===== config.mk =====
export PLATFORM = sky130hd
export DESIGN_NAME = swsr_cmd_fifo
export DESIGN_NICKNAME = d
export VERILOG_FILES = /design/src/rtl/swsr_pkg.sv /design/src/rtl/swsr_cmd_fifo.sv
export SDC_FILE = /design/constraint.sdc
export NUM_CORES = 1
export LEC_CHECK = 0
export BUFFER_PORTS_ARGS = -buffer_cell sky130_fd_sc_hd__buf_2
export CAP_MARGIN = 10
export CORE_MARGIN = 3
export CORE_UTILIZATION = 51
export CTS_CLUSTER_DIAMETER = 40
export DETAILED_ROUTE_END_ITERATION = 10
export GPL_TIMING_DRIVEN = 1
export HOLD_SLACK_MARGIN = 0.15
export PLACE_DENSITY = 0.86
export SKIP_CTS_REPAIR_TIMING = 1
export SYNTH_ARGS = -nofsm -noshare
export SYNTH_HDL_FRONTEND = slang
export SYNTH_SLANG_ARGS = --single-unit

===== constraint.sdc =====
create_clock -name clock -period 3 [get_ports clock]
set_input_delay 0.6 -clock clock [delete_from_list [all_inputs] [get_ports clock]]
set_output_delay 0.6 -clock clock [all_outputs]
set_load 0.005 [all_outputs]

===== src/rtl/swsr_pkg.sv =====
// Package for the sliding window slot reassigner.
// Holds the shared constants, command and memory request types and the back end state type.
// No dependencies.
package swsr_pkg;

   // Window and coordinate geometry.
   localparam int WIN_SIDE    = 4;
   localparam int CHUNK_SHIFT = 5;
   localparam int SLOT_COUNT  = WIN_SIDE * WIN_SIDE * WIN_SIDE;
   localparam int SLOT_W      = $clog2(SLOT_COUNT);
   localparam int CNT_W       = SLOT_W + 1;
   localparam int OFF_W       = $clog2(WIN_SIDE);
   localparam int HALF        = WIN_SIDE / 2;
   localparam int CAM_W       = 24;
   localparam int COORD_W     = 20;

   // Command queue between the front and the back end.
   localparam int CMD_DEPTH   = 2;
   localparam int CMD_PTR_W   = $clog2(CMD_DEPTH);

   // One chunk coordinate, x in the low bits, as it is kept in the slot memory.
   typedef struct packed {
      logic [COORD_W-1:0] z;
      logic [COORD_W-1:0] y;
      logic [COORD_W-1:0] x;
   } coord_type;

   localparam int COORD_BITS = $bits(coord_type);

   // Classified camera update: fill the table or reassign slots against the new window.
   typedef struct packed {
      logic      fill;
      coord_type base;
   } cmd_type;

   // Access request to the slot memory.
   typedef struct packed {
      logic              wr_en;
      logic [SLOT_W-1:0] wr_addr;
      coord_type         wr_data;
      logic              rd_en;
      logic [SLOT_W-1:0] rd_addr;
   } mem_req_type;

   // Payload of one result.
   typedef struct packed {
      logic [SLOT_W-1:0] slot_index;
      coord_type         coord;
      logic              assigned;
      logic              last;
   } rsp_type;

   // Window offset digits along x, y and z.
   typedef struct packed {
      logic [OFF_W-1:0] i;
      logic [OFF_W-1:0] j;
      logic [OFF_W-1:0] k;
   } digits_type;

   typedef enum logic [2:0] {
      BK_IDLE,
      BK_FILL,
      BK_SCAN,
      BK_ASSIGN,
      BK_NOCHG
   } back_state_type;

endpackage


===== src/rtl/swsr_cmd_fifo.sv =====
// Short command queue that decouples the front end from the back end.
// Depends on swsr_pkg.
module swsr_cmd_fifo
   import swsr_pkg::*;
(
   input  logic    clock,
   input  logic    reset,
   input  logic    push,
   input  cmd_type push_cmd,
   input  logic    pop,
   output cmd_type pop_cmd,
   output logic    full,
   output logic    empty
);

   cmd_type              entry_ff [CMD_DEPTH];
   logic [CMD_PTR_W-1:0] wr_ptr_ff;
   logic [CMD_PTR_W-1:0] wr_ptr_in;
   logic [CMD_PTR_W-1:0] rd_ptr_ff;
   logic [CMD_PTR_W-1:0] rd_ptr_in;
   logic [CMD_PTR_W:0]   count_ff;
   logic [CMD_PTR_W:0]   count_in;
   logic                 do_push;
   logic                 do_pop;

   assign full    = (count_ff == (CMD_PTR_W+1)'(CMD_DEPTH));
   assign empty   = (count_ff == '0);
   assign do_push = push && !full;
   assign do_pop  = pop && !empty;
   assign pop_cmd = entry_ff[rd_ptr_ff];

   // Pointer and occupancy updates.
   always_comb begin
      wr_ptr_in = wr_ptr_ff;
      rd_ptr_in = rd_ptr_ff;
      count_in  = count_ff;
      if (do_push) begin
         wr_ptr_in = (wr_ptr_ff == CMD_PTR_W'(CMD_DEPTH-1)) ? '0 : wr_ptr_ff + 1'b1;
      end
      if (do_pop) begin
         rd_ptr_in = (rd_ptr_ff == CMD_PTR_W'(CMD_DEPTH-1)) ? '0 : rd_ptr_ff + 1'b1;
      end
      if (do_push && !do_pop) begin
         count_in = count_ff + 1'b1;
      end else if (do_pop && !do_push) begin
         count_in = count_ff - 1'b1;
      end
   end

   // Control state.
   always_ff @(posedge clock) begin
      if (reset) begin
         wr_ptr_ff <= '0;
         rd_ptr_ff <= '0;
         count_ff  <= '0;
      end else begin
         wr_ptr_ff <= wr_ptr_in;
         rd_ptr_ff <= rd_ptr_in;
         count_ff  <= count_in;
      end
   end

   // Queue storage.
   always_ff @(posedge clock) begin
      if (do_push) begin
         entry_ff[wr_ptr_ff] <= push_cmd;
      end
   end

endmodule


==> metrics.txt <==
worst hold-check path type in2reg; drt via density 5.04; share of cells above drive strength 1 about three fifths; crit-path leading delay family buffers and inverters; cell count along the critical path 3; first-pass GRT wire length 12,700 µm; IO Pins 128; Core Util, Final 68.3%; type of the worst setup path reg2out; # DRC 0; Seq/Total Area, Yosys between 80% and 90%; Primary FF master, synth edfxtp_1; top post-synthesis cells by area edfxtp_1 80%, mux2_2 15%, dfxtp_1 2.2%; WP data arrival between 1500 and 2000 ps; Syn-to-layout area delta 30.1%; P_leak 2.27 nW; slowest cell delay on critical path approximately 400 ps; Detailed Route Iter0 Violations 109; crit-path cells buf_4 > mux2_2 > buf_2; final setup TNS 0 ps; drt wl/cell 17.1 µm; critical path peak fanout 37; Total GRT Usage between 10% and 20%; DIE WIDTH between 100 and 150 µm; run status finished, final reports clean; dpl hpwl approximately 5200 µm; yosys warns 0; R2R Path Start count_ff[0]; worst r2r dst entry_ff[0][50]; Placed Cells between 400 and 500; fmax 420 MHz; asr flop ratio synth 0%; EDFF count, synth between 100 and 150; R2R depth 4; Synth top area share ~80%; clock sink total 127; Post-Layout Cell Count around 480; Slew Limit Fails 0; Initial DRT Pass Iterations 4; Slowest cell on crit path buf_4; largest area contributor in the netlist edfxtp_1; syn nets between 200 and 300; number of global-route vias before repair between 2,000 and 3,000; CTS root buf clkbuf_8; Worst R2R Setup Slack ~1400 ps; DRT antenna net count 0; Reg power frac a little over two fifths; most common library cells after synthesis 122 x edfxtp_1, 61 x mux2_2, 7 x buf_2; Sw Ratio 23.7%; Fin Hold WS between 200 and 300 ps; fin crit share between 70% and 80%; Max Cap Viol 0; count of final setup violators 0; clk buf depth 2; final wirelength between 8000 and 9000 µm; Post-Syn Area per Cell roughly 21 µm²; CTS Buf Count 17; post-synthesis cell type count 13; Hold Fails Final Rpt 0; pwr dens 901 nW/µm²; worst path bufs/invs 2; Antenna Diode Count 0; Cell Area, Synth 4600 µm²; Fillers between 500 and 600; TritonCTS clock tree built; most frequent cell after synthesis edfxtp_1; Tmin final 2380 ps; startpoint types register; clock latency at the later pin of the worst-skew pair about 500 ps; crit path to pop_cmd[3]; P_int about 4 mW; CP endpoint kind output port; combinational power share around 20%; Core Region between 8000 and 9000 µm²; Core Rows 34; vias approximately 2,400; Final nets 424; #FFs+latches synth 127; clock-pin slew of the registers on the worst-case setup and hold paths around 60 ps; antenna violations before repair 0; Syn Inst Count 215; final clock skew approximately 9.1 ps; Worst VDD drop 0.583 mV; full die area around 10,000 µm²; Slew @ Worst Pin about 480 ps; Slew Limit Headroom between 60% and 70%; Initial Util between 50 and 60%; Port Buf Inserts ~130; Crit path required time roughly 2400 ps; RSZ-0062 raised after global routing no; clock network fraction of total power between 30% and 40%; pin count of the biggest net entering global routing 62; htree depth 4; gpl congestion 0.717; sw power ~1.3 mW; Die Span Y 101 µm; GR Overflow Total 0
## per-layer routing
layer  wire [µm]  GRT usage (%)  vias to the layer above
li1            -              -                     1136
met1        3420           20.8                     1179
met2        4030           27.1                       89
met3         590           5.54                       12
met4         136           8.08                        0
met5           0              0                        -
## per-stage QoR
step           total power [mW]  area, µm²  worst slack (ps)
2_1_floorplan              2.97       4600               346
3_3_place_gp               3.39       5400              1150
3_5_place_dp               3.43       5400              1120
4_1_cts                    5.46       5990               568
5_1_grt                    5.64       5990               514
6_report                   5.39       5990               617
## power groups by stage
stage               logic [mW]  registers (mW)  clock network, mW
finish                    1.08            2.30               2.02
global route              1.18            2.32               2.14
CTS                       1.10            2.30               2.05
detailed placement        1.09            2.33                  0
global placement          1.07            2.32                  0
floorplan                0.648            2.32                  0
## logic make-up after synthesis
logic type,synth area share [%]
xor gates and xnor gates,0.571
AOI/OAI and AO/OA,0.544
muxes,14.9
buffers and inverters,0.924
adders and majority gates,0.272
DFF,81.8
and+or+nand+nor,1.01
## final cells by class
cell class	count	area (µm²)	area share, %
Clock inverter	14	173	2.88
Inverter	2	7.51	0.125
Timing Repair Buffer	131	691	11.5
Tap cell	108	135	2.26
Multi-Input combinational cell	79	798	13.3
Clock buffer	18	418	6.98
Sequential cell	127	3760	62.9
## registers in the layout, indices dropped and copies added, names as in the netlist, named ones only
| name | cells |
|---|---|
| count_ff | 2 |
| rd_ptr_ff | 1 |
| entry_ff | 122 |
| wr_ptr_ff | 1 |
## worst min path at each step
stage                                 end  cells after the start    startpoint  slack, ps
final                     entry_ff[1][45]                      1  push_cmd[45]        290
after global routing      entry_ff[1][31]                      1  push_cmd[31]        260
after CTS                 entry_ff[0][52]                      1  push_cmd[52]        260
after detailed placement        wr_ptr_ff                      2     wr_ptr_ff        480
after global placement          wr_ptr_ff                      2     wr_ptr_ff        470
after floorplan                 wr_ptr_ff                      2     wr_ptr_ff        450
## cell usage in the layout, fill, tap and decap left out, types with 2 or more instances in the layout
cell type	Yosys	layout
a21oi_1	2	2
buf_12	0	2
buf_2	7	127
buf_4	0	2
bufinv_16	0	4
clkbuf_16	0	16
clkinv_1	0	5
clkinv_2	0	2
clkinvlp_4	0	2
dfxtp_1	5	4
edfxtp_1	122	122
mux2_2	61	61
nor2_1	5	5
o21ai_0	3	3
or3_1	2	2
xor2_1	3	3
Note: power is estimated with default switching activity, not from simulation.
