`src/rtl/swsr_pkg.sv`:
```
// Package for the sliding window slot reassigner.
// Holds the shared constants, command and memory request types and the back end state type.
// No dependencies.
package swsr_pkg;

   // Window and coordinate geometry.
   localparam int WIN_SIDE    = 4;
   localparam int CHUNK_SHIFT = 5;
   localparam int SLOT_COUNT  = WIN_SIDE * WIN_SIDE * WIN_SIDE;
   localparam int SLOT_W      = $clog2(SLOT_COUNT);
   localparam int CNT_W       = SLOT_W + 1;
   localparam int OFF_W       = $clog2(WIN_SIDE);
   localparam int HALF        = WIN_SIDE / 2;
   localparam int CAM_W       = 24;
   localparam int COORD_W     = 20;

   // Command queue between the front and the back end.
   localparam int CMD_DEPTH   = 2;
   localparam int CMD_PTR_W   = $clog2(CMD_DEPTH);

   // One chunk coordinate, x in the low bits, as it is kept in the slot memory.
   typedef struct packed {
      logic [COORD_W-1:0] z;
      logic [COORD_W-1:0] y;
      logic [COORD_W-1:0] x;
   } coord_type;

   localparam int COORD_BITS = $bits(coord_type);

   // Classified camera update: fill the table or reassign slots against the new window.
   typedef struct packed {
      logic      fill;
      coord_type base;
   } cmd_type;

   // Access request to the slot memory.
   typedef struct packed {
      logic              wr_en;
      logic [SLOT_W-1:0] wr_addr;
      coord_type         wr_data;
      logic              rd_en;
      logic [SLOT_W-1:0] rd_addr;
   } mem_req_type;

   // Payload of one result.
   typedef struct packed {
      logic [SLOT_W-1:0] slot_index;
      coord_type         coord;
      logic              assigned;
      logic              last;
   } rsp_type;

   // Window offset digits along x, y and z.
   typedef struct packed {
      logic [OFF_W-1:0] i;
      logic [OFF_W-1:0] j;
      logic [OFF_W-1:0] k;
   } digits_type;

   typedef enum logic [2:0] {
      BK_IDLE,
      BK_FILL,
      BK_SCAN,
      BK_ASSIGN,
      BK_NOCHG
   } back_state_type;

endpackage

```
`src/rtl/swsr_front.sv`:
```
// Front end: accepts camera positions, computes the window base and classifies each update.
// Depends on swsr_pkg.
module swsr_front
   import swsr_pkg::*;
(
   input  logic                    clock,
   input  logic                    reset,
   input  logic                    req_valid,
   output logic                    req_stall,
   input  logic signed [CAM_W-1:0] req_cam_x,
   input  logic signed [CAM_W-1:0] req_cam_y,
   input  logic signed [CAM_W-1:0] req_cam_z,
   input  logic                    queue_full,
   output logic                    push,
   output cmd_type                 push_cmd
);

   logic                    filled_ff;
   logic                    filled_in;
   logic signed [CAM_W-1:0] shift_x;
   logic signed [CAM_W-1:0] shift_y;
   logic signed [CAM_W-1:0] shift_z;

   // Accept whenever the command queue has room.
   assign req_stall = queue_full;
   assign push      = req_valid && !queue_full;

   // The camera chunk is the floored quotient, kept modulo the coordinate width.
   assign shift_x = req_cam_x >>> CHUNK_SHIFT;
   assign shift_y = req_cam_y >>> CHUNK_SHIFT;
   assign shift_z = req_cam_z >>> CHUNK_SHIFT;

   // The window base is the camera chunk minus half the window side.
   always_comb begin
      push_cmd.fill   = !filled_ff;
      push_cmd.base.x = shift_x[COORD_W-1:0] - COORD_W'(HALF);
      push_cmd.base.y = shift_y[COORD_W-1:0] - COORD_W'(HALF);
      push_cmd.base.z = shift_z[COORD_W-1:0] - COORD_W'(HALF);
      filled_in       = filled_ff || push;
   end

   // Only the first update after reset fills the table.
   always_ff @(posedge clock) begin
      if (reset) begin
         filled_ff <= 1'b0;
      end else begin
         filled_ff <= filled_in;
      end
   end

endmodule

```
`config.mk`:
```
export PLATFORM = sky130hd
export DESIGN_NAME = swsr_front
export DESIGN_NICKNAME = d
export VERILOG_FILES = /design/src/rtl/swsr_pkg.sv /design/src/rtl/swsr_front.sv
export SDC_FILE = /design/constraint.sdc
export NUM_CORES = 1
export LEC_CHECK = 0
export ABC_AREA = 1
export BUFFER_PORTS_ARGS = -buffer_cell sky130_fd_sc_hd__buf_4
export CAP_MARGIN = 20
export CORE_MARGIN = 3
export CORE_UTILIZATION = 39
export DETAILED_ROUTE_END_ITERATION = 7
export PLACE_DENSITY_LB_ADDON = 0.3
export SLEW_MARGIN = 20
export SYNTH_ARGS = -nofsm -noshare
export SYNTH_HDL_FRONTEND = slang
export SYNTH_SLANG_ARGS = --single-unit
```
`constraint.sdc`:
```
create_clock -name clock -period 1.4 [get_ports clock]
set_input_delay 0.28 -clock clock [delete_from_list [all_inputs] [get_ports clock]]
set_output_delay 0.28 -clock clock [all_outputs]
set_load 0.005 [all_outputs]
```
==> impl_summary.txt <==
----------------------------------------------------
[Power]
  Proportion of power drawn by combinational gates ... 0.964
  Maximum vdd drop ... 200.3 uV
  Internal power contribution ... 493.0 uW
  Static Leakage ... 0.001741 uW
  PwrDens ... 275.9 nW/um2
  Net switching power of the design ... 439.7 uW
  Proportion of power drawn by the clock network ... 0
  Register share of total power ... 0.036
  Switching fraction of total power ... 0.4714
  Total design power ... 932.6 uW

[Setup path]
  Top cell by count, worst path ... nand2_1
  Signal arrival time at the worst endpoint ... 1.34 ns
  CP Launch Point ... req_cam_y[17]
  Capture point of the critical path ... push_cmd[37]
  Data required time of the worst path ... 1.12 ns
  Kind of end point of the critical path ... output port
  Terminus of the critical flop-to-flop path ... filled_ff
  Longest individual stage delay on the worst path ... 0.19 ns
  Cell-by-cell listing of the critical path ... buf_4, nor2_2, nand2_1, nor2_2, nand2_1, nand2_1, nand2_1, buf_4
  Sum of buffers and inverters on the critical path ... 2
  Worst flop-to-flop path startpoint ... filled_ff
  Crit-path leading delay family ... simple AND/OR/NAND/NOR gates
  Setup Crit Path Kind ... primary input to output port
  Worst R2R Setup Slack ... 0.66 ns
  FF-to-FF path depth ... 2
  Largest fanout on the critical path ... 3
  Number of cells on the critical path ... 8
  Slowest cell on the critical path ... nand2_1
  Startpoint Class ... primary input

[Synth]
  Total of warnings raised by yosys ... 0
  Count of flip-flops with a built-in enable after synthesis ... 0
  Leading cell type by number of instances after synthesis ... nand2_1
  Cell type with the largest total area after synthesis ... nand2_1
  Number of library cell types mapped by synthesis ... 21
  Synthesized instance count ... 309
  Nets in the synthesized netlist ... 388
  Number of register bits inferred by synthesis ... 1
  Fraction of synthesized cell area taken by the top area cell type ... 0.2416
  Synth area leaders ... nand2_1 (24%), inv_1 (12%), nor2_1 (11%)
  Most frequent cells after synthesis ... nand2_1 (101), inv_1 (50), nor2_1 (47), nand3_1 (30), xor2_1 (16)
  Post-synthesis area per instance ... 5.078 um2
  Combined area of all synthesized cells ... 1569 um2
  Synth async-reset ratio ... 0
  Part of the Yosys area used for sequential elements ... 0.01276
  Primary FF master, synth ... dfxtp_1

[STA]
  Peak clock frequency supported by timing ... 616.8 MHz
  Relative slew slack ... 0.8447
  Share of the clock period used by the worst path ... 1.158
  Sum of negative setup slack ... -1.425 ns
  Setup repair after global routing missed its margin ... true
  Slew at the pin closest to its max-slew limit ... 0.2324 ns
  Setup Skew ... 0 ns
  Max-slew violation count ... 0
  Final setup viols ... 23
  Minimum setup slack in the final design ... -0.2213 ns
  Final Hold Vio Count ... 0
  Clock period minus final worst setup slack ... 1.621 ns
  Post-Route Hold Slack ... 0.4862 ns

[Final layout]
  Top register by number of flip-flops ... filled_ff
  Final Util ... 0.8965
  Diodes inserted ... 0
  Post-layout instance area ... 3381 um2
  Flip-flop count of the largest register after layout ... 1
  Registers with the most flip-flops ... filled_ff x1
  Post-layout net count ... 542
  Area delta synth->final ... 115.5%
  Total of fill cells in the finished design ... 153
  Share of layout cells above drive strength 1 ... 0.6030

[Global route]
  Grt ovf ... 0
  Via count of the first global-routing pass ... 2355
  Overall track demand over capacity in global routing ... 0.2368
  Number of antenna violations at the first check in global routing ... 0
  First-pass GRT wire length ... 9942 um
  Pin count of the biggest net entering global routing ... 8

[Routing]
  Final routed wirelength across all metal layers ... 8647 um
  1st-iter DRT viols ... 170
  Number of search-and-repair iterations in the first detailed-routing pass ... 5
  Final routed DRC violation total ... 0
  Via Count ... 2737
  Number of routed nets with antenna violations ... 0
  Vias per cell ... 5.377
  Post-DR wirelength/cell ... 16.99 um

[Floorplanning]
  Die ar. ... 4820 um2
  Area of the core ... 3771 um2
  Number of placement rows ... 22
  Initial cell density of the core ... 0.4161
  Die outline width ... 69.43 um
  Chip Height ... 69.43 um
  I/O pins ... 139

[Flow run]
  # Max-Cap Violations ... 0

[Min path]
  Worst hold stages ... 2
  Classification of the worst-slack hold path ... primary input to flip-flop

[Status]
  Failing checks ... negative setup slack
  Result of the run ... complete, but fails checks

[Clock network]
  Clk_lat worst skew ... 0 ns
  Clock-pin slew on the worst setup and hold paths ... 0 ns
  Hold Buf Count CTS ... 0

[Placed design]
  Post-place instance area ... 2718 um2
  PortBufs ... 117
  Estimated wirelength of the detail-placed design ... 4651 um
  RePlAce Congestion ... 0.8931

----------------------------------------------------
placed cells by master (no fill, tap or decap), types with 10 or more instances in the layout:
cell | netlist | final
nor2_2 | 13 | 19
buf_6 | 0 | 29
inv_1 | 50 | 39
nor2_1 | 47 | 12
nand2_1 | 101 | 76
nand3_1 | 30 | 24
buf_4 | 4 | 121
nor2_4 | 9 | 38
nand2_4 | 0 | 10
nand2_2 | 10 | 25
xor2_1 | 16 | 15
layout make-up:
cell class	count	area [um2]	area share
repair buffers	156	1325	0.3919
inverters	51	209.0	0.06181
well taps	48	60.06	0.01776
multi-input cells	253	1767	0.5226
flip-flops and latches	1	20.02	0.005922
how the worst min path moves through the flow:
stage,from,to,slack (ns)
floorplan,reset,filled_ff,0.35
global placement,reset,filled_ff,0.44
detailed placement,reset,filled_ff,0.44
CTS,reset,filled_ff,0.44
global route,reset,filled_ff,0.50
finish,reset,filled_ff,0.49
layer usage:
metal / wire length [um] / up-vias / global-route usage
met4: 531 / 0 / 0.04121
li1: - / 1244 / -
met2: 4386 / 169 / 0.4936
met1: 3028 / 1275 / 0.2494
met3: 700 / 49 / 0.02609
met5: 0 / - / 0
power groups by stage:
stage          clock [uW]  combinational [uW]  sequential, uW
2_1_floorplan           0                 242            31.8
3_3_place_gp            0                 648            32.0
3_5_place_dp            0                 661            31.9
4_1_cts                 0                 744            31.9
5_1_grt                 0                 952            34.0
6_report                0                 899            33.7
stage by stage:
stage               setup WS [ns]  std cells
detailed placement        -0.1648        502
global route              -0.2390        509
floorplan                0.007367        309
global placement          -0.1426        502
finish                    -0.2213        509
CTS                      -0.06073        502
timing repair:
action                                 4_1_cts  5_1_grt
gates cloned                                 0        0
pin swaps                                   34       61
endpoints found under the hold margin        0        0
setup buffers                                1        7
gates resized for setup                     75       99
setup endpoints to repair                   43       42
logic make-up after synthesis:
kind of cell	after synthesis	share of synthesized area
flops	1	0.01276
xor+xnor	23	0.1332
compound gates	3	0.01435
simple gates	224	0.6746
buf+inv	55	0.1411
fa+ha+maj	3	0.02393
No activity file was read; power rests on OpenSTA's default activity.
