**config.mk**
```make
export PLATFORM = sky130hd
export DESIGN_NAME = swsr_back
export DESIGN_NICKNAME = d
export VERILOG_FILES = /design/src/rtl/swsr_pkg.sv /design/src/rtl/swsr_back.sv
export SDC_FILE = /design/constraint.sdc
export NUM_CORES = 1
export LEC_CHECK = 0
export BUFFER_PORTS_ARGS = -buffer_cell sky130_fd_sc_hd__buf_2
export CORE_ASPECT_RATIO = 1.75
export CORE_MARGIN = 2
export CORE_UTILIZATION = 46
export DETAILED_ROUTE_END_ITERATION = 10
export GPL_TIMING_DRIVEN = 0
export PLACE_DENSITY = 0.71
export SLEW_MARGIN = 20
export SYNTH_ARGS = -nofsm -noshare
export SYNTH_HDL_FRONTEND = slang
export SYNTH_SLANG_ARGS = --single-unit
```
**constraint.sdc**
```tcl
create_clock -name clock -period 10.7 [get_ports clock]
set_input_delay 1.605 -clock clock [delete_from_list [all_inputs] [get_ports clock]]
set_output_delay 1.605 -clock clock [all_outputs]
set_load 0.03 [all_outputs]
```
**src/rtl/swsr_pkg.sv**
```systemverilog
// Package for the sliding window slot reassigner.
// Holds the shared constants, command and memory request types and the back end state type.
// No dependencies.
package swsr_pkg;

   // Window and coordinate geometry.
   localparam int WIN_SIDE    = 4;
   localparam int CHUNK_SHIFT = 5;
   localparam int SLOT_COUNT  = WIN_SIDE * WIN_SIDE * WIN_SIDE;
   localparam int SLOT_W      = $clog2(SLOT_COUNT);
   localparam int CNT_W       = SLOT_W + 1;
   localparam int OFF_W       = $clog2(WIN_SIDE);
   localparam int HALF        = WIN_SIDE / 2;
   localparam int CAM_W       = 24;
   localparam int COORD_W     = 20;

   // Command queue between the front and the back end.
   localparam int CMD_DEPTH   = 2;
   localparam int CMD_PTR_W   = $clog2(CMD_DEPTH);

   // One chunk coordinate, x in the low bits, as it is kept in the slot memory.
   typedef struct packed {
      logic [COORD_W-1:0] z;
      logic [COORD_W-1:0] y;
      logic [COORD_W-1:0] x;
   } coord_type;

   localparam int COORD_BITS = $bits(coord_type);

   // Classified camera update: fill the table or reassign slots against the new window.
   typedef struct packed {
      logic      fill;
      coord_type base;
   } cmd_type;

   // Access request to the slot memory.
   typedef struct packed {
      logic              wr_en;
      logic [SLOT_W-1:0] wr_addr;
      coord_type         wr_data;
      logic              rd_en;
      logic [SLOT_W-1:0] rd_addr;
   } mem_req_type;

   // Payload of one result.
   typedef struct packed {
      logic [SLOT_W-1:0] slot_index;
      coord_type         coord;
      logic              assigned;
      logic              last;
   } rsp_type;

   // Window offset digits along x, y and z.
   typedef struct packed {
      logic [OFF_W-1:0] i;
      logic [OFF_W-1:0] j;
      logic [OFF_W-1:0] k;
   } digits_type;

   typedef enum logic [2:0] {
      BK_IDLE,
      BK_FILL,
      BK_SCAN,
      BK_ASSIGN,
      BK_NOCHG
   } back_state_type;

endpackage

```
**src/rtl/swsr_back.sv**
```systemverilog
// Back end: walks the slot memory against the window and emits one result per written slot,
// else one unassigned result. Depends on swsr_pkg; drives slot memory via a request struct.
module swsr_back
   import swsr_pkg::*;
(
   input  logic        clock,
   input  logic        reset,
   input  logic        queue_empty,
   input  cmd_type     queue_cmd,
   output logic        queue_pop,
   output mem_req_type mem_req,
   input  coord_type   mem_rd_data,
   output logic        rsp_valid,
   input  logic        rsp_stall,
   output rsp_type     rsp
);

   back_state_type        state_ff;
   back_state_type        state_in;
   coord_type             base_ff;
   coord_type             base_in;
   logic [SLOT_W-1:0]     slot_ff;
   logic [SLOT_W-1:0]     slot_in;
   logic [SLOT_W-1:0]     pos_ff;
   logic [SLOT_W-1:0]     pos_in;
   digits_type            digits_ff;
   digits_type            digits_in;
   logic [CNT_W-1:0]      rd_cnt_ff;
   logic [CNT_W-1:0]      rd_cnt_in;
   logic                  chk_valid_ff;
   logic                  chk_valid_in;
   logic [SLOT_W-1:0]     chk_idx_ff;
   logic [SLOT_W-1:0]     chk_idx_in;
   logic [SLOT_COUNT-1:0] claimed_ff;
   logic [SLOT_COUNT-1:0] claimed_in;
   logic [SLOT_COUNT-1:0] freed_ff;
   logic [SLOT_COUNT-1:0] freed_in;
   logic [CNT_W-1:0]      free_cnt_ff;
   logic [CNT_W-1:0]      free_cnt_in;
   logic                  rsp_valid_ff;
   logic                  rsp_valid_in;
   rsp_type               rsp_ff;
   rsp_type               rsp_in;
   logic                  out_free;
   logic [COORD_W-1:0]    off_x;
   logic [COORD_W-1:0]    off_y;
   logic [COORD_W-1:0]    off_z;
   logic                  in_window;
   logic [SLOT_W-1:0]     hit_pos;
   coord_type             win_coord;
   digits_type            digits_next;

   // Chunk coordinate of the current window position.
   always_comb begin
      win_coord.x = base_ff.x + COORD_W'(digits_ff.i);
      win_coord.y = base_ff.y + COORD_W'(digits_ff.j);
      win_coord.z = base_ff.z + COORD_W'(digits_ff.k);
   end

   // Step the window position digits in linear order, z fastest.
   always_comb begin
      digits_next = digits_ff;
      if (digits_ff.k == OFF_W'(WIN_SIDE-1)) begin
         digits_next.k = '0;
         if (digits_ff.j == OFF_W'(WIN_SIDE-1)) begin
            digits_next.j = '0;
            digits_next.i = digits_ff.i + 1'b1;
         end else begin
            digits_next.j = digits_ff.j + 1'b1;
         end
      end else begin
         digits_next.k = digits_ff.k + 1'b1;
      end
   end

   // Window membership of the slot read last cycle, and the position it claims.
   always_comb begin
      off_x     = mem_rd_data.x - base_ff.x;
      off_y     = mem_rd_data.y - base_ff.y;
      off_z     = mem_rd_data.z - base_ff.z;
      in_window = (off_x < COORD_W'(WIN_SIDE)) && (off_y < COORD_W'(WIN_SIDE)) &&
                  (off_z < COORD_W'(WIN_SIDE));
      hit_pos   = SLOT_W'(off_x[OFF_W-1:0]) * SLOT_W'(WIN_SIDE * WIN_SIDE) +
                  SLOT_W'(off_y[OFF_W-1:0]) * SLOT_W'(WIN_SIDE) +
                  SLOT_W'(off_z[OFF_W-1:0]);
   end

   // The output register may take a new result when empty or being drained.
   assign out_free = !rsp_valid_ff || !rsp_stall;

   // Next state and outputs.
   always_comb begin
      state_in     = state_ff;
      base_in      = base_ff;
      slot_in      = slot_ff;
      pos_in       = pos_ff;
      digits_in    = digits_ff;
      rd_cnt_in    = rd_cnt_ff;
      chk_valid_in = 1'b0;
      chk_idx_in   = chk_idx_ff;
      claimed_in   = claimed_ff;
      freed_in     = freed_ff;
      free_cnt_in  = free_cnt_ff;
      rsp_in       = rsp_ff;
      rsp_valid_in = rsp_valid_ff && rsp_stall;
      queue_pop    = 1'b0;
      mem_req      = '0;

      case (state_ff)
         BK_IDLE: begin
            if (!queue_empty) begin
               queue_pop   = 1'b1;
               base_in     = queue_cmd.base;
               slot_in     = '0;
               digits_in   = '0;
               claimed_in  = '0;
               freed_in    = '0;
               free_cnt_in = '0;
               rd_cnt_in   = '0;
               state_in    = queue_cmd.fill ? BK_FILL : BK_SCAN;
            end
         end

         // Every slot takes the window position of the same index.
         BK_FILL: begin
            if (out_free) begin
               rsp_valid_in      = 1'b1;
               rsp_in.slot_index = slot_ff;
               rsp_in.coord      = win_coord;
               rsp_in.assigned   = 1'b1;
               rsp_in.last       = (slot_ff == SLOT_W'(SLOT_COUNT-1));
               mem_req.wr_en     = 1'b1;
               mem_req.wr_addr   = slot_ff;
               mem_req.wr_data   = win_coord;
               slot_in           = slot_ff + 1'b1;
               digits_in         = digits_next;
               if (slot_ff == SLOT_W'(SLOT_COUNT-1)) begin
                  state_in = BK_IDLE;
               end
            end
         end

         // Read each slot, then mark its window position claimed or the slot freed.
         BK_SCAN: begin
            if (rd_cnt_ff < CNT_W'(SLOT_COUNT)) begin
               mem_req.rd_en   = 1'b1;
               mem_req.rd_addr = rd_cnt_ff[SLOT_W-1:0];
               rd_cnt_in       = rd_cnt_ff + 1'b1;
               chk_valid_in    = 1'b1;
               chk_idx_in      = rd_cnt_ff[SLOT_W-1:0];
            end
            if (chk_valid_ff) begin
               if (in_window) begin
                  claimed_in[hit_pos] = 1'b1;
               end else begin
                  freed_in[chk_idx_ff] = 1'b1;
                  free_cnt_in          = free_cnt_ff + 1'b1;
               end
               if (chk_idx_ff == SLOT_W'(SLOT_COUNT-1)) begin
                  slot_in   = '0;
                  pos_in    = '0;
                  digits_in = '0;
                  state_in  = (free_cnt_in == '0) ? BK_NOCHG : BK_ASSIGN;
               end
            end
         end

         // Walk freed slots and unclaimed positions together, both ascending.
         BK_ASSIGN: begin
            if (!freed_ff[slot_ff]) begin
               slot_in = slot_ff + 1'b1;
            end else if (claimed_ff[pos_ff]) begin
               pos_in    = pos_ff + 1'b1;
               digits_in = digits_next;
            end else if (out_free) begin
               rsp_valid_in      = 1'b1;
               rsp_in.slot_index = slot_ff;
               rsp_in.coord      = win_coord;
               rsp_in.assigned   = 1'b1;
               rsp_in.last       = (free_cnt_ff == CNT_W'(1));
               mem_req.wr_en     = 1'b1;
               mem_req.wr_addr   = slot_ff;
               mem_req.wr_data   = win_coord;
               slot_in           = slot_ff + 1'b1;
               pos_in            = pos_ff + 1'b1;
               digits_in         = digits_next;
               free_cnt_in       = free_cnt_ff - 1'b1;
               if (free_cnt_ff == CNT_W'(1)) begin
                  state_in = BK_IDLE;
               end
            end
         end

         // Nothing moved: a single unassigned result closes the update.
         BK_NOCHG: begin
            if (out_free) begin
               rsp_valid_in      = 1'b1;
               rsp_in.slot_index = '0;
               rsp_in.coord      = '0;
               rsp_in.assigned   = 1'b0;
               rsp_in.last       = 1'b1;
               state_in          = BK_IDLE;
            end
         end

         default: begin
            state_in = BK_IDLE;
         end
      endcase
   end

   // State register and control.
   always_ff @(posedge clock) begin
      if (reset) begin
         state_ff     <= BK_IDLE;
         chk_valid_ff <= 1'b0;
         rsp_valid_ff <= 1'b0;
      end else begin
         state_ff     <= state_in;
         chk_valid_ff <= chk_valid_in;
         rsp_valid_ff <= rsp_valid_in;
      end
   end

   // Working registers and result payload.
   always_ff @(posedge clock) begin
      base_ff     <= base_in;
      slot_ff     <= slot_in;
      pos_ff      <= pos_in;
      digits_ff   <= digits_in;
      rd_cnt_ff   <= rd_cnt_in;
      chk_idx_ff  <= chk_idx_in;
      claimed_ff  <= claimed_in;
      freed_ff    <= freed_in;
      free_cnt_ff <= free_cnt_in;
      rsp_ff      <= rsp_in;
   end

   assign rsp_valid = rsp_valid_ff;
   assign rsp       = rsp_ff;

endmodule

```
==> metrics <==
TritonCTS Buffers=29; H-tree levels=1; Layout area overhead=17.52%; die width=153.1 um; period utilization=62.20%; Die Y=264.9 um; slowest stage delay, CP=0.60 ns; Tmin final=6.656 ns; initial antenna violation count=7; setup_tns=0 ns; Sw Ratio=42.66%; Worst Clk Skew=0.02884 ns; die area=40,540 um^2; Slowest-stage cell, CP=buf_1; share of layout cells above drive strength 1=19.70%; internal cell power=0.003279 W; total wire length=58,740 um; port bufs=268; status=finished, final reports clean; synth unique cells=76; MaxCap Viol Count=0; async set or reset register ratio after synthesis=0%; detailed-routed wire length on met2=31,140 um; Via Count=15,260; vias in the first global route=15,340; kind of critical path=reg -> out; row count=95; Hold Crit Class=reg -> reg; post-synthesis sequential area ratio=49.92%; clk slew on worst S/H paths=0.07 ns; post-synthesis cell area=17,890 um^2; Primary FF master, synth=edfxtp_1; Routed met3 length=3682 um; Top Family by Delay on Critical Path=buffers and inverters; Yosys warnings=0; first-pass GRT wire length=87,150 um; switching power=0.002439 W; Core Box Area=38,390 um^2; Post-Synthesis Mean Instance Area=10.26 um^2; worst setup margin=4.044 ns; Most Frequent Cell on Critical Path=mux4_2; Post-synth EDFFs=294; Clock Path Buffers=3; initial core utilization=46.59%; Highest Signal Layer=met5; Hold Vio Cnt, Final=0; Mapped Cells=1,744; leak pwr=8.228 nW; max-slew violation count=0; Worst Path Required=9.10 ns; Reg2Reg Depth=18; fill count=3,434; Worst Tran Pin Value=1.148 ns; WP buf/inv=4; critical path depth in cells=11; Remaining Overflow, GRT=0; DR pass1 iterations=5; Mapped Nets=1,947; clock root buffer=clkbuf_16; worst path arrival time=5.05 ns; sequential cell fraction of total power=35.6%; post-route core utilization=54.75%; Post-DP HPWL=45,490 um; Via-to-Cell Ratio=5.937; crit path launch type=flop; worst vdd ir=0.1483 mV; # IOs=269; P per Cell Area=272.0 nW/um^2; clk sink count=299; gr usage total=28.14%; Metal-1 WL=19,080 um; nets=2,262; setup violators final=0; post-CTS setup buffer count=0; worst skew pair latency=0.60 ns; RSZ-0062 raised after global routing=no; Max Freq=0.1503 GHz; drt drc=0; post-detailed-route count of antenna-violating nets=0; Worst Hold Depth=1; DRT iter0 DRCs=1,235; gpl congestion=1.004; Synth Register Bits=299; Critical Path Sink Type=output pin; post-CTS sizing=0; CP Max Fanout=10; largest net degree at the start of global routing=57; CTS tree=done; DR WL/cell=22.85 um; Relative slew margins=23.44%; cts hold-fix bufs=0; Clock power frac=18.0%; crit-path cells=clkbuf_1, buf_1, mux4_2, mux4_2, mux4_2, nand2b_1, a21oi_2, nand2_1, buf_2, nor2_1, buf_2; Tot Pwr=0.005718 W; combinational share of power=46.3%; pre-CTS WS=3.720 ns
-- cell usage in the layout (no fill, tap or decap), types with 7 or more instances in the layout --
cell type  synthesis  routed
and3b_1           11      11
a21o_1            17      17
nor3_1            39      36
a21oi_1          210     210
o22ai_1            9       9
o21ai_0           41      40
and2_1            26      26
buf_2             14     282
ha_1              72      72
a31oi_1           13      13
nor4_1            12      12
xor2_1            32      32
and3_1            25      25
nand3_1           43      43
o2111ai_1          9       9
nor3b_1           16      10
clkbuf_1          58      66
nand4_1           22      22
xnor2_1           69      69
inv_1             91      90
o211ai_1           7       7
mux4_2            42      42
mux2i_1            7       7
clkinv_2           0       7
nand2b_1          12      12
nor2_1           325     325
a211oi_1           8       7
buf_1             18      18
edfxtp_1         294     294
o21a_1             9       8
nand2_1           87      87
buf_4              0       9
clkbuf_16          0      29
-- worst register-to-register path: stages, from the launching register on --
cell,delay (ns)
edfxtp_1,0.41
inv_1,0.11
ha_1,0.23
clkbuf_1,0.21
a21oi_1,0.60
o211ai_1,0.20
a21o_1,0.25
a31o_1,0.22
xor2_1,0.19
or4_1,0.54
nor4_1,0.43
and4_1,0.28
buf_6,0.15
a31oi_1,0.10
nor3_2,0.59
buf_4,0.33
buf_4,0.23
buf_4,0.21
buf_4,0.22
-- layer usage --
metal	up-vias	GRT usage, %
li1	6999	-
met1	7325	28.02
met2	702	52.82
met3	227	4.038
met4	4	19.92
met5	-	0
-- power groups by stage --
| stage | logic (W) | clock network (W) | registers, W |
|---|---|---|---|
| after floorplan | 0.00160 | 0 | 0.00219 |
| after global placement | 0.00251 | 0 | 0.00209 |
| after detailed placement | 0.00262 | 0 | 0.00205 |
| after CTS | 0.00264 | 0.00104 | 0.00203 |
| after global routing | 0.00284 | 0.00109 | 0.00208 |
| final | 0.00265 | 0.00103 | 0.00204 |
-- cells in the mapped netlist, types with 17 or more instances --
cell type	count	area, um^2
and3_1	25	156.4
nand3_1	43	215.2
xor2_1	32	280.3
and2_1	26	162.7
nor2_1	325	1220
nand2_1	87	326.6
inv_1	91	341.6
a21o_1	17	127.6
mux4_2	42	945.9
nand4_1	22	137.6
nor3_1	39	195.2
xnor2_1	69	604.3
o21ai_0	41	205.2
ha_1	72	900.9
edfxtp_1	294	8828
buf_1	18	67.56
clkbuf_1	58	217.7
a21oi_1	210	1051
-- final timing paths --
kind | from | endpoint | slack [ns]
hold / removal | rd_cnt_ff[6]$_SDFFCE_PN0P_ | chk_valid_ff$_SDFF_PP0_ | 0.54
setup reg to reg | base_ff[49]$_DFFE_PP_ | claimed_ff[36]$_SDFFCE_PN0P_ | 4.91
setup / recovery | pos_ff[1]$_SDFFCE_PN0P_ | mem_req[30] | 4.04
hold reg to reg | rd_cnt_ff[6]$_SDFFCE_PN0P_ | chk_valid_ff$_SDFF_PP0_ | 0.54
-- cell type report --
| type | instances | area (um^2) | share of cell area [%] |
|---|---|---|---|
| diodes | 4 | 10.01 | 0.04762 |
| plain buffers | 91 | 366.6 | 1.744 |
| clock buffers | 37 | 755.7 | 3.595 |
| clock inverters | 16 | 167.7 | 0.7976 |
| inverters | 92 | 347.8 | 1.655 |
| multi-input cells | 1262 | 8318 | 39.57 |
| flip-flops and latches | 299 | 8929 | 42.47 |
| well taps | 485 | 606.8 | 2.887 |
| repair buffers | 284 | 1520 | 7.232 |
-- registers in the layout, indices dropped and copies added (netlist names) --
register / cells
rsp_valid: 1
free_cnt_ff: 7
base_ff: 60
slot_ff: 6
pos_ff: 6
chk_idx_ff: 6
digits_ff: 6
claimed_ff: 64
state_ff: 3
rd_cnt_ff: 7
freed_ff: 64
rsp: 68
chk_valid_ff: 1
-- kinds of logic after synthesis --
logic type	Yosys count	synth area share, %
AOI/OAI and AO/OA	382	12.74
xor gates and xnor gates	101	4.945
adders and majority gates	78	5.708
buffers and inverters	183	3.980
DFF	299	49.92
muxes	50	5.743
and+or+nand+nor	651	16.97
-- stage by stage --
| step | cells | hold slack [ns] | cell area [um^2] |
|---|---|---|---|
| after floorplan | 1744 | 0.4769 | 17890 |
| after global placement | 2497 | 0.5118 | 19840 |
| after detailed placement | 2513 | 0.5188 | 20090 |
| after CTS | 2566 | 0.5277 | 21010 |
| after global routing | 2570 | 0.5585 | 21020 |
| final | 2570 | 0.5376 | 21020 |
Power figures use the tool's default switching activity.
