--- config.mk ---
export PLATFORM = sky130hd
export DESIGN_NAME = swsr_ram
export DESIGN_NICKNAME = d
export VERILOG_FILES = /design/src/rtl/swsr_ram.sv
export SDC_FILE = /design/constraint.sdc
export NUM_CORES = 1
export LEC_CHECK = 0
export ABC_AREA = 1
export BUFFER_PORTS_ARGS = -buffer_cell sky130_fd_sc_hd__buf_4
export CAP_MARGIN = 5
export CORE_AREA = 10 10 151 153
export CTS_BUF_LIST = sky130_fd_sc_hd__clkbuf_4 sky130_fd_sc_hd__clkbuf_8
export CTS_CLUSTER_SIZE = 28
export DETAILED_ROUTE_END_ITERATION = 12
export DIE_AREA = 0 0 161 163
export SYNTH_ARGS = -nofsm -noshare
export SYNTH_HDL_FRONTEND = slang
export SYNTH_SLANG_ARGS = --single-unit
--- constraint.sdc ---
create_clock -name clock -period 2.7 [get_ports clock]
set_input_delay 0.135 -clock clock [delete_from_list [all_inputs] [get_ports clock]]
set_output_delay 0.135 -clock clock [all_outputs]
set_load 0.03 [all_outputs]
--- src/rtl/swsr_ram.sv ---
// Generic single write port, single read port RAM with a registered read.
// No dependencies.
module swsr_ram #(
   parameter int WIDTH = 8,
   parameter int DEPTH = 16
) (
   input  logic                     clock,
   input  logic                     wr_en,
   input  logic [$clog2(DEPTH)-1:0] wr_addr,
   input  logic [WIDTH-1:0]         wr_data,
   input  logic                     rd_en,
   input  logic [$clog2(DEPTH)-1:0] rd_addr,
   output logic [WIDTH-1:0]         rd_data
);

   logic [WIDTH-1:0] mem_ff [DEPTH];
   logic [WIDTH-1:0] rd_data_ff;

   // Write port and registered read port.
   always_ff @(posedge clock) begin
      if (wr_en) begin
         mem_ff[wr_addr] <= wr_data;
      end
      if (rd_en) begin
         rd_data_ff <= mem_ff[rd_addr];
      end
   end

   assign rd_data = rd_data_ff;

endmodule

==> reports/results.tsv, run 1 <==
stage	metric	value	unit
outcome	status	finished, final reports clean	
flow_run	max-cap violation count	0	
drt	Vias/cell	4.33	
yosys	sequential fraction of the synthesis area	0.698	
die	die area	26200	um2
sta	final slew viol count	0	
sta	unrepaired setup endpoints after global routing	no	
sta	Max-slew headroom	0.462	
critical_path	FF-to-FF Start	mem_ff[1][3]	
critical_path	Setup crit end kind	output pin	
yosys	Syn Area/Cell	10.6	um2
yosys	predominant post-synthesis flop cell	edfxtp_1	
clock_tree	number of CTS-inserted buffers	17	
die	CORE AREA	19900	um2
yosys	async set-reset flop share out of synthesis	0	
critical_path	cell count of the worst reg-to-reg path	6	
clock_tree	root buffer cell	clkbuf_8	
yosys	ranking of synthesized cells by area	edfxtp_1, nand2_1, nand3_1	
sta	final hold vios	0	
grt	M2 GR Usage	0.157	
finish	Filler Cells Inserted	2066	
grt	vias in the first global route	3735	
critical_path	Critical Path Sink	rd_data[5]	
clock_tree	Post-CTS Hold Fix Bufs	1	
drt	DR WL/cell	15.5	um
clock_tree	postcts setup bufs	0	
grt	global route hottest layer	met2	
grt	met1 Usage GRT	0.141	
yosys	Mapped Area	5850	um2
drt	final wirelength	13.4	mm
die	Rows	52	
grt	total gr overflow	0	
sta	Final setup viols	0	
sta	Worst-Margin Slew	804	ps
drt	Post-DRT Antenna Nets	0	
clock_tree	CTS tree	built	
hold_path	hold crit path type	in -> reg	
critical_path	WP data arrival	1120	ps
sta	Post-Route Setup TNS	0	ps
critical_path	CP Cell Sequence	buf_4	
yosys	post-synth top area share	0.698	
yosys	Netlist cell types	11	
clock_tree	Clk Latency, worst-skew pair	460	ps
pwr	leakage power	2.75	nW
yosys	synth warn	0	
yosys	post-synthesis mux area share	0	
yosys	Synth Area in XOR/XNOR	0	
placement	dpl hpwl	8.34	mm
yosys	post-synthesis simple-gate area fraction	0.208	
sta	Final Skew	9.82	ps
yosys	Synth area leader	edfxtp_1	
sta	fin crit share	0.467	
grt	met3 Usage GRT	0.0329	
critical_path	Stages on worst setup path	1	
clock_tree	Num Clock Sinks	136	
critical_path	Slowest-stage cell, CP	edfxtp_1	
pwr	worst vdd ir	289	uV
finish	n_diodes	0	
yosys	cell count after synthesis	551	
drt	routed vias	3721	
critical_path	Worst R2R End	rd_data[3]	
clock_tree	Max clock buf depth	2	
placement	Port Buffer Count	26	
clock_tree	CTS H-tree depth	4	
critical_path	CP Buf/Inv Count	1	
critical_path	crit path max fanout	1	
pwr	cell area power density	627	nW/um2
yosys	adder-cell share of the synthesized area	0	
critical_path	Critical Path RT	2570	ps
finish	nets	596	
yosys	top-count cell post-synth	nand2_1	
drt	DRT iter0 DRCs	370	
pwr	Final Power	0.00412	W
yosys	flops & latches, synth	136	
grt	Overall Global Routing Usage	0.106	
finish	area growth from synthesis to layout	12.5	%
critical_path	critical path launch point type	flop	
critical_path	CP max stage delay	460	ps
die	die height	163	um
placement	RD Place Congestion	0.888	
yosys	main combinational cell family by area after synthesis	simple AND/OR/NAND/NOR gates	
clock_tree	CTS resizes	0	
grt	first-pass GRT wire length	20.9	mm
grt	largest net degree at the start of global routing	55	
clock_tree	clock transition at the registers of the reported paths	70	ps
drt	# DRC	0	
drt	first-pass iteration count of the detailed router	5	
critical_path	start point of the critical path	rd_data[5]	
die	die width	161	um
yosys	Compound-Gate Fraction of Synth Area	0	
critical_path	Crit Path Class	reg -> out	
sta	fmax	0.794	GHz
die	starting density of the core	0.294	
grt	initial antenna violation count	0	
yosys	syn_nets	570	
finish	layout cells sized above 1	0.0983	
critical_path	R2R setup slack	1500	ps
sta	crit path time final	1260	ps
critical_path	CP top delay family	flip-flops	
yosys	Commonest cells post-synth	nand2_1, edfxtp_1, inv_1	
die	# IOs	27	
yosys	number of synthesized flops with an enable pin	136	
metrics by stage:
stage	util	instance area, um2	hold WS, ps	cells	setup slack [ps]
after floorplan	-	5850	234	551	1610
after global placement	0.314	6240	440	827	1040
after detailed placement	0.314	6240	440	827	1040
after CTS	0.331	6580	7.31	860	1440
after global routing	0.331	6580	4.10	860	1390
final	0.331	6580	16.6	860	1440
logic make-up (layout without fill, tap and decap cells):
logic type,Yosys count,count (layout)
buf+inv,126,165
flops,136,136
simple gates,289,289
sequential cells by signal (all words and copies together) (netlist names):
| signal | count |
|---|---|
| mem_ff | 128 |
| rd_data | 8 |
worst min path at each step:
stage | from | endpoint | slack [ps] | cells past startpoint
2_1_floorplan | wr_data[0] | mem_ff[0][0] | 230 | 0
3_3_place_gp | rd_en | rd_data[4] | 440 | 1
3_5_place_dp | rd_en | rd_data[3] | 440 | 1
4_1_cts | wr_data[4] | mem_ff[1][4] | 7 | 1
5_1_grt | wr_data[4] | mem_ff[12][4] | 4 | 1
6_report | wr_data[4] | mem_ff[12][4] | 20 | 1
metal layers:
layer,share of wire,vias to the layer above
met5,0,-
met3,0.065,19
met4,0.015,0
li1,-,1832
met1,0.46,1765
met2,0.46,105
where the power goes:
group	leakage (nW)	internal (W)	total [W]	switching [W]
Sequential	1.24	0.00238	0.00239	0.0000154
Combinational	1.34	0.0000881	0.000306	0.000218
Clock	0.177	0.000690	0.00143	0.000736
Total	2.75	0.00316	0.00412	0.000969
cell usage in the layout (no fill, tap or decap), drive strengths merged:
cell type    count
edfxtp         136
clkbuf          17
clkinv          14
inv            102
nand2          173
nand3           97
buf             30
nand3b           2
bufinv           1
dlygate4sd3      1
nor2            17
layout make-up:
cell class,instances,area (um2),area share
clock buffers,17,234,0.0356
clock inverters,15,92.6,0.0141
inverters,102,383,0.0582
multi-input cells,289,1210,0.184
flip-flops and latches,136,4080,0.621
well taps,270,338,0.0513
repair buffers,31,235,0.0357
(Power assumes the default switching activity.)
==> inputs of run 2 (changes only) <==
Clock period 2.7 ns to 1.13 ns, I/O delays scaled along.
==> reports/results.tsv, run 2 (same netlist as run 1, synthesis figures left out) <==
stage	metric	value	unit	change
grt	first-pass GRT wire length	21.9	mm	+5.0%
outcome	status	complete, but fails checks		
critical_path	Slowest-stage cell, CP	edfxtp_1		
clock_tree	Clk Latency, worst-skew pair	430	ps	-30 ps
critical_path	CP top delay family	flip-flops		
critical_path	WP data arrival	1100	ps	-20 ps
sta	Final setup viols	2		+2
sta	crit path time final	1150	ps	
grt	initial antenna violation count	0		unchanged
sta	unrepaired setup endpoints after global routing	yes		
sta	final slew viol count	0		unchanged
finish	area growth from synthesis to layout	23.2	%	
critical_path	CP max stage delay	480	ps	+20 ps
critical_path	R2R setup slack	40	ps	-1460 ps
finish	max reg flops	128		unchanged
critical_path	CP Buf/Inv Count	1		unchanged
pwr	leakage power	3.07	nW	+11%
finish	nets	639		+7.2%
die	die area	26200	um2	unchanged
clock_tree	CTS tree	built		
die	CORE AREA	19900	um2	unchanged
drt	DR WL/cell	15.9	um	+2.4%
clock_tree	postcts setup bufs	0		unchanged
sta	Worst-Margin Slew	405	ps	-399 ps
clock_tree	CTS H-tree depth	4		unchanged
sta	post-route setup slack	-21.9	ps	-1460 ps
finish	Final Util	0.362		+0.0314
finish	Multi-input gate area	1380	um2	+13%
clock_tree	root buffer cell	clkbuf_8		
placement	placed cell area	6590	um2	+5.6%
critical_path	critical path launch point type	flop		
clock_tree	Num Clock Sinks	136		unchanged
drt	first-pass iteration count of the detailed router	6		+1
critical_path	crit path max fanout	1		unchanged
placement	Port Buffer Count	26		unchanged
grt	vias in the first global route	3948		+5.7%
die	# IOs	27		unchanged
die	die height	163	um	unchanged
clock_tree	Max clock buf depth	2		unchanged
pwr	cell area power density	1420	nW/um2	+130%
clock_tree	number of CTS-inserted buffers	17		unchanged
drt	Post-DRT Antenna Nets	0		unchanged
critical_path	CP Cell Sequence	buf_6		
sta	Final Skew	7.88	ps	-1.93 ps
sta	fmax	0.868	GHz	
die	Rows	52		unchanged
critical_path	Crit Path Class	reg -> out		
sta	final hold vios	0		unchanged
drt	# DRC	0		unchanged
grt	total gr overflow	0		unchanged
finish	final non-filler cell area	7200	um2	+9.5%
hold_path	hold crit path type	in -> reg		
flow_run	max-cap violation count	0		unchanged
pwr	Final Power	0.0102	W	+150%
clock_tree	clock transition at the registers of the reported paths	70	ps	about the same
die	starting density of the core	0.294		unchanged
placement	RD Place Congestion	0.834		-6.0%
outcome	failing checks	setup timing		
finish	FF/Latch Area	4080	um2	unchanged
finish	commonest cells after routing, fill and taps aside	nand2_1, edfxtp_1, inv_1		
finish	layout cells sized above 1	0.203		+0.105
drt	routed vias	3949		+6.1%
finish	Filler Cells Inserted	2037		-1.4%
critical_path	Critical Path RT	1070	ps	-1500 ps
finish	commonest non-fill, non-tap cell in the layout	nand2_1		
critical_path	Setup crit end kind	output pin		
drt	final wirelength	14.3	mm	+7.2%
finish	n_diodes	0		unchanged
drt	Vias/cell	4.38		+1.3%
grt	largest net degree at the start of global routing	33		-40%
die	die width	161	um	unchanged
grt	Overall Global Routing Usage	0.111		+0.00495
finish	Top reg by flops	mem_ff		
sta	fin crit share	1.02		
placement	dpl hpwl	9.50	mm	+14%
sta	Max-slew headroom	0.730		+0.268
drt	DRT iter0 DRCs	306		-17%
pwr	worst vdd ir	659	uV	+130%
-- run 2: final timing paths --
kind	start	end	depth (start not counted)
max	rd_data[4]	rd_data[4]	1
min	rd_addr[3]	rd_data[5]	4
max reg2reg	mem_ff[5][7]	rd_data[7]	6
min reg2reg	mem_ff[2][4]	rd_data[4]	6
-- run 2: worst reg2reg max path, delay by kind of cell, from the launching register on --
family	cells	cell delay [ps]
buffers and inverters	1	60
flip-flops	1	370
AND/OR/NAND/NOR	5	430
-- run 2: area by class of cell --
cell class              instances  share of cell area
flip-flops and latches        136               0.567
multi-input cells             289               0.191
repair buffers                 74              0.0950
inverters                     102              0.0531
well taps                     270              0.0469
clock buffers                  24              0.0398
clock inverters                 6             0.00729
-- run 2: timing repair --
item                                    4_1_cts  5_1_grt
hold buffers                                  9        0
endpoints found under the setup margin        7       13
gates resized for setup                       7       32
hold endpoints to repair                    136        0
pin swaps                                     0       15
-- run 2: layer usage --
layer	global-route usage	wire length, um
met2	0.173	6750
met3	0.0351	1010
met4	0.0335	144
met1	0.144	6430
met5	0	0
-- run 2: through the flow --
| stage | TNS, ps | cells | hold WS [ps] | setup slack [ps] |
|---|---|---|---|---|
| 6_report | -38.2 | 901 | 168 | -21.9 |
| 5_1_grt | -245 | 901 | 159 | -87.9 |
| 4_1_cts | -118 | 901 | 97.5 | -45.7 |
| 3_5_place_dp | -1390 | 862 | 388 | -185 |
| 3_3_place_gp | -1300 | 862 | 381 | -173 |
| 2_1_floorplan | 0 | 551 | 155 | 123 |
-- run 2: where the power goes --
part,total (W),switching (W),internal (W)
Combinational,0.000943,0.000596,0.000347
Sequential,0.00572,0.0000410,0.00568
Clock,0.00353,0.00168,0.00186
==> inputs of run 3 (changes only) <==
==> constraint.sdc (replaced) <==
create_clock -name clock -period 1.13 [get_ports clock]
set_input_delay 0.1695 -clock clock [delete_from_list [all_inputs] [get_ports clock]]
set_output_delay 0.1695 -clock clock [all_outputs]
set_load 0.05 [all_outputs]
==> reports/results.tsv, run 3 (same netlist as run 1, synthesis figures left out) <==
stage	metric	value	unit	change
outcome	status	complete, but fails checks		
outcome	failing checks	setup timing		
pwr	Sw Ratio	0.222		-0.00483
pwr	Clk pwr share	0.382		+0.035
finish	Top reg by flops	mem_ff		
clock_tree	postcts setup bufs	0		unchanged
pwr	Int Power	0.00842	W	+6.8%
sta	unrepaired setup endpoints after global routing	yes		
critical_path	Crit Path Class	reg -> out		
grt	global route hottest layer	met2		
critical_path	CP Buf/Inv Count	1		unchanged
placement	dpl hpwl	9.43	mm	-0.75%
grt	largest net degree at the start of global routing	33		unchanged
clock_tree	Post-CTS Hold Fix Bufs	0		-9
die	CORE AREA	19900	um2	unchanged
drt	Post-DRT Antenna Nets	0		unchanged
clock_tree	clock transition at the registers of the reported paths	80	ps	about the same
drt	# DRC	0		unchanged
sta	post-route setup slack	-137	ps	-115 ps
pwr	cell area power density	1500	nW/um2	+6.1%
drt	Vias/cell	4.35		-0.83%
clock_tree	CTS H-tree depth	4		unchanged
hold_path	hold path start	rd_en		
sta	Max-slew headroom	0.729		-0.000962
sta	fin crit share	1.12		+0.102
placement	Port Buffer Count	26		unchanged
clock_tree	CTS tree	built		
clock_tree	root buffer cell	clkbuf_8		
clock_tree	number of CTS-inserted buffers	17		unchanged
placement	RD Place Congestion	0.814		-2.4%
sta	Final setup viols	8		+6
hold_path	hold crit path type	in -> reg		
critical_path	CP Cell Sequence	buf_6		
die	Rows	52		unchanged
die	die height	163	um	unchanged
grt	M2 GR Usage	0.168		-0.00564
finish	nets	631		-1.3%
grt	initial antenna violation count	0		unchanged
finish	max reg flops	128		unchanged
drt	routed vias	3890		-1.5%
grt	vias in the first global route	3822		-3.2%
finish	area growth from synthesis to layout	23.2	%	unchanged
die	starting density of the core	0.294		unchanged
sta	final slew viol count	0		unchanged
critical_path	crit path max fanout	1		unchanged
sta	Worst-Margin Slew	406	ps	+1.44 ps
pwr	logic gate share of total power	0.089		-0.003
finish	commonest cells after routing, fill and taps aside	nand2_1, edfxtp_1, inv_1		
drt	final wirelength	14.1	mm	-1.4%
die	# IOs	27		unchanged
sta	Final Skew	12.1	ps	+4.20 ps
finish	Non-Filler Instances	895		-0.67%
drt	first-pass iteration count of the detailed router	5		-1
critical_path	CP max stage delay	460	ps	-20 ps
finish	Final Util	0.362		unchanged
drt	DRT iter0 DRCs	326		+6.5%
pwr	Final Power	0.0108	W	+6.1%
critical_path	start point of the critical path	rd_data[3]		
critical_path	WP data arrival	1100	ps	about the same
pwr	worst vdd ir	807	uV	+22%
pwr	leakage power	3.07	nW	about the same
sta	final hold vios	0		unchanged
die	die area	26200	um2	unchanged
grt	met3 Usage GRT	0.0283		-0.00683
clock_tree	Num Clock Sinks	136		unchanged
drt	DR WL/cell	15.8	um	-0.74%
sta	fmax	0.789	GHz	-9.1%
pwr	relative contribution of sequential cells to total power	0.529		-0.032
grt	total gr overflow	0		unchanged
flow_run	max-cap violation count	0		unchanged
placement	post-placement cell count	863		+0.12%
grt	met1 Usage GRT	0.146		+0.00207
critical_path	Critical Path RT	960	ps	-110 ps
sta	Post-Route Setup TNS	-676	ps	-638 ps
critical_path	Slowest-stage cell, CP	edfxtp_1		
sta	worst hold margin	46.6	ps	-121 ps
grt	Overall Global Routing Usage	0.110		-0.000566
pwr	sw power	0.00240	W	+3.8%
clock_tree	Clk Latency, worst-skew pair	440	ps	about the same
die	die width	161	um	unchanged
finish	n_diodes	0		unchanged
critical_path	CP top delay family	flip-flops		
critical_path	critical path launch point type	flop		
critical_path	FF-to-FF Start	mem_ff[1][6]		
grt	first-pass GRT wire length	21.8	mm	-0.35%
sta	crit path time final	1270	ps	+115 ps
critical_path	Setup crit end kind	output pin		
finish	layout cells sized above 1	0.198		-0.00445
clock_tree	Max clock buf depth	2		unchanged
finish	commonest non-fill, non-tap cell in the layout	nand2_1		
run 3: what timing repair did:
item / in CTS / in global routing
resized for setup: 11 / 27
endpoints found under the setup margin: 11 / 16
pin swaps: 0 / 12
run 3: stage by stage:
stage,instance area [um2],setup slack (ps)
after global placement,6630,-292
after CTS,7080,-174
after global routing,7200,-171
after detailed placement,6630,-296
after floorplan,5850,9.66
final,7200,-137
run 3: path summary, 6_finish.rpt:
kind / slack (ps) / to / depth (start not counted)
max: -140 / rd_data[3] / 1
min reg2reg: 750 / rd_data[7] / 6
max reg2reg: 50 / rd_data[6] / 6
min: 50 / rd_data[1] / 1
run 3: layout make-up:
class                   instances  area, um2
fillers                      1990      12700
inverters                     102        383
clock buffers                  19        249
repair buffers                 66        638
clock inverters                13        159
well taps                     270        338
flip-flops and latches        136       4080
multi-input cells             289       1350
run 3: power by group through the flow:
| stage | combinational, W | sequential, W | clock (W) |
|---|---|---|---|
| 4_1_cts | 0.000931 | 0.00572 | 0.00424 |
| 3_5_place_dp | 0.000910 | 0.00583 | 0 |
| 5_1_grt | 0.00106 | 0.00572 | 0.00445 |
| 2_1_floorplan | 0.000398 | 0.00590 | 0 |
| 6_report | 0.000964 | 0.00572 | 0.00414 |
| 3_3_place_gp | 0.000903 | 0.00583 | 0 |
run 3: routing by layer:
metal	part of all wire	up-vias
li1	-	1900
met1	0.46	1878
met2	0.46	98
met3	0.065	14
met4	0.015	0
met5	0	-
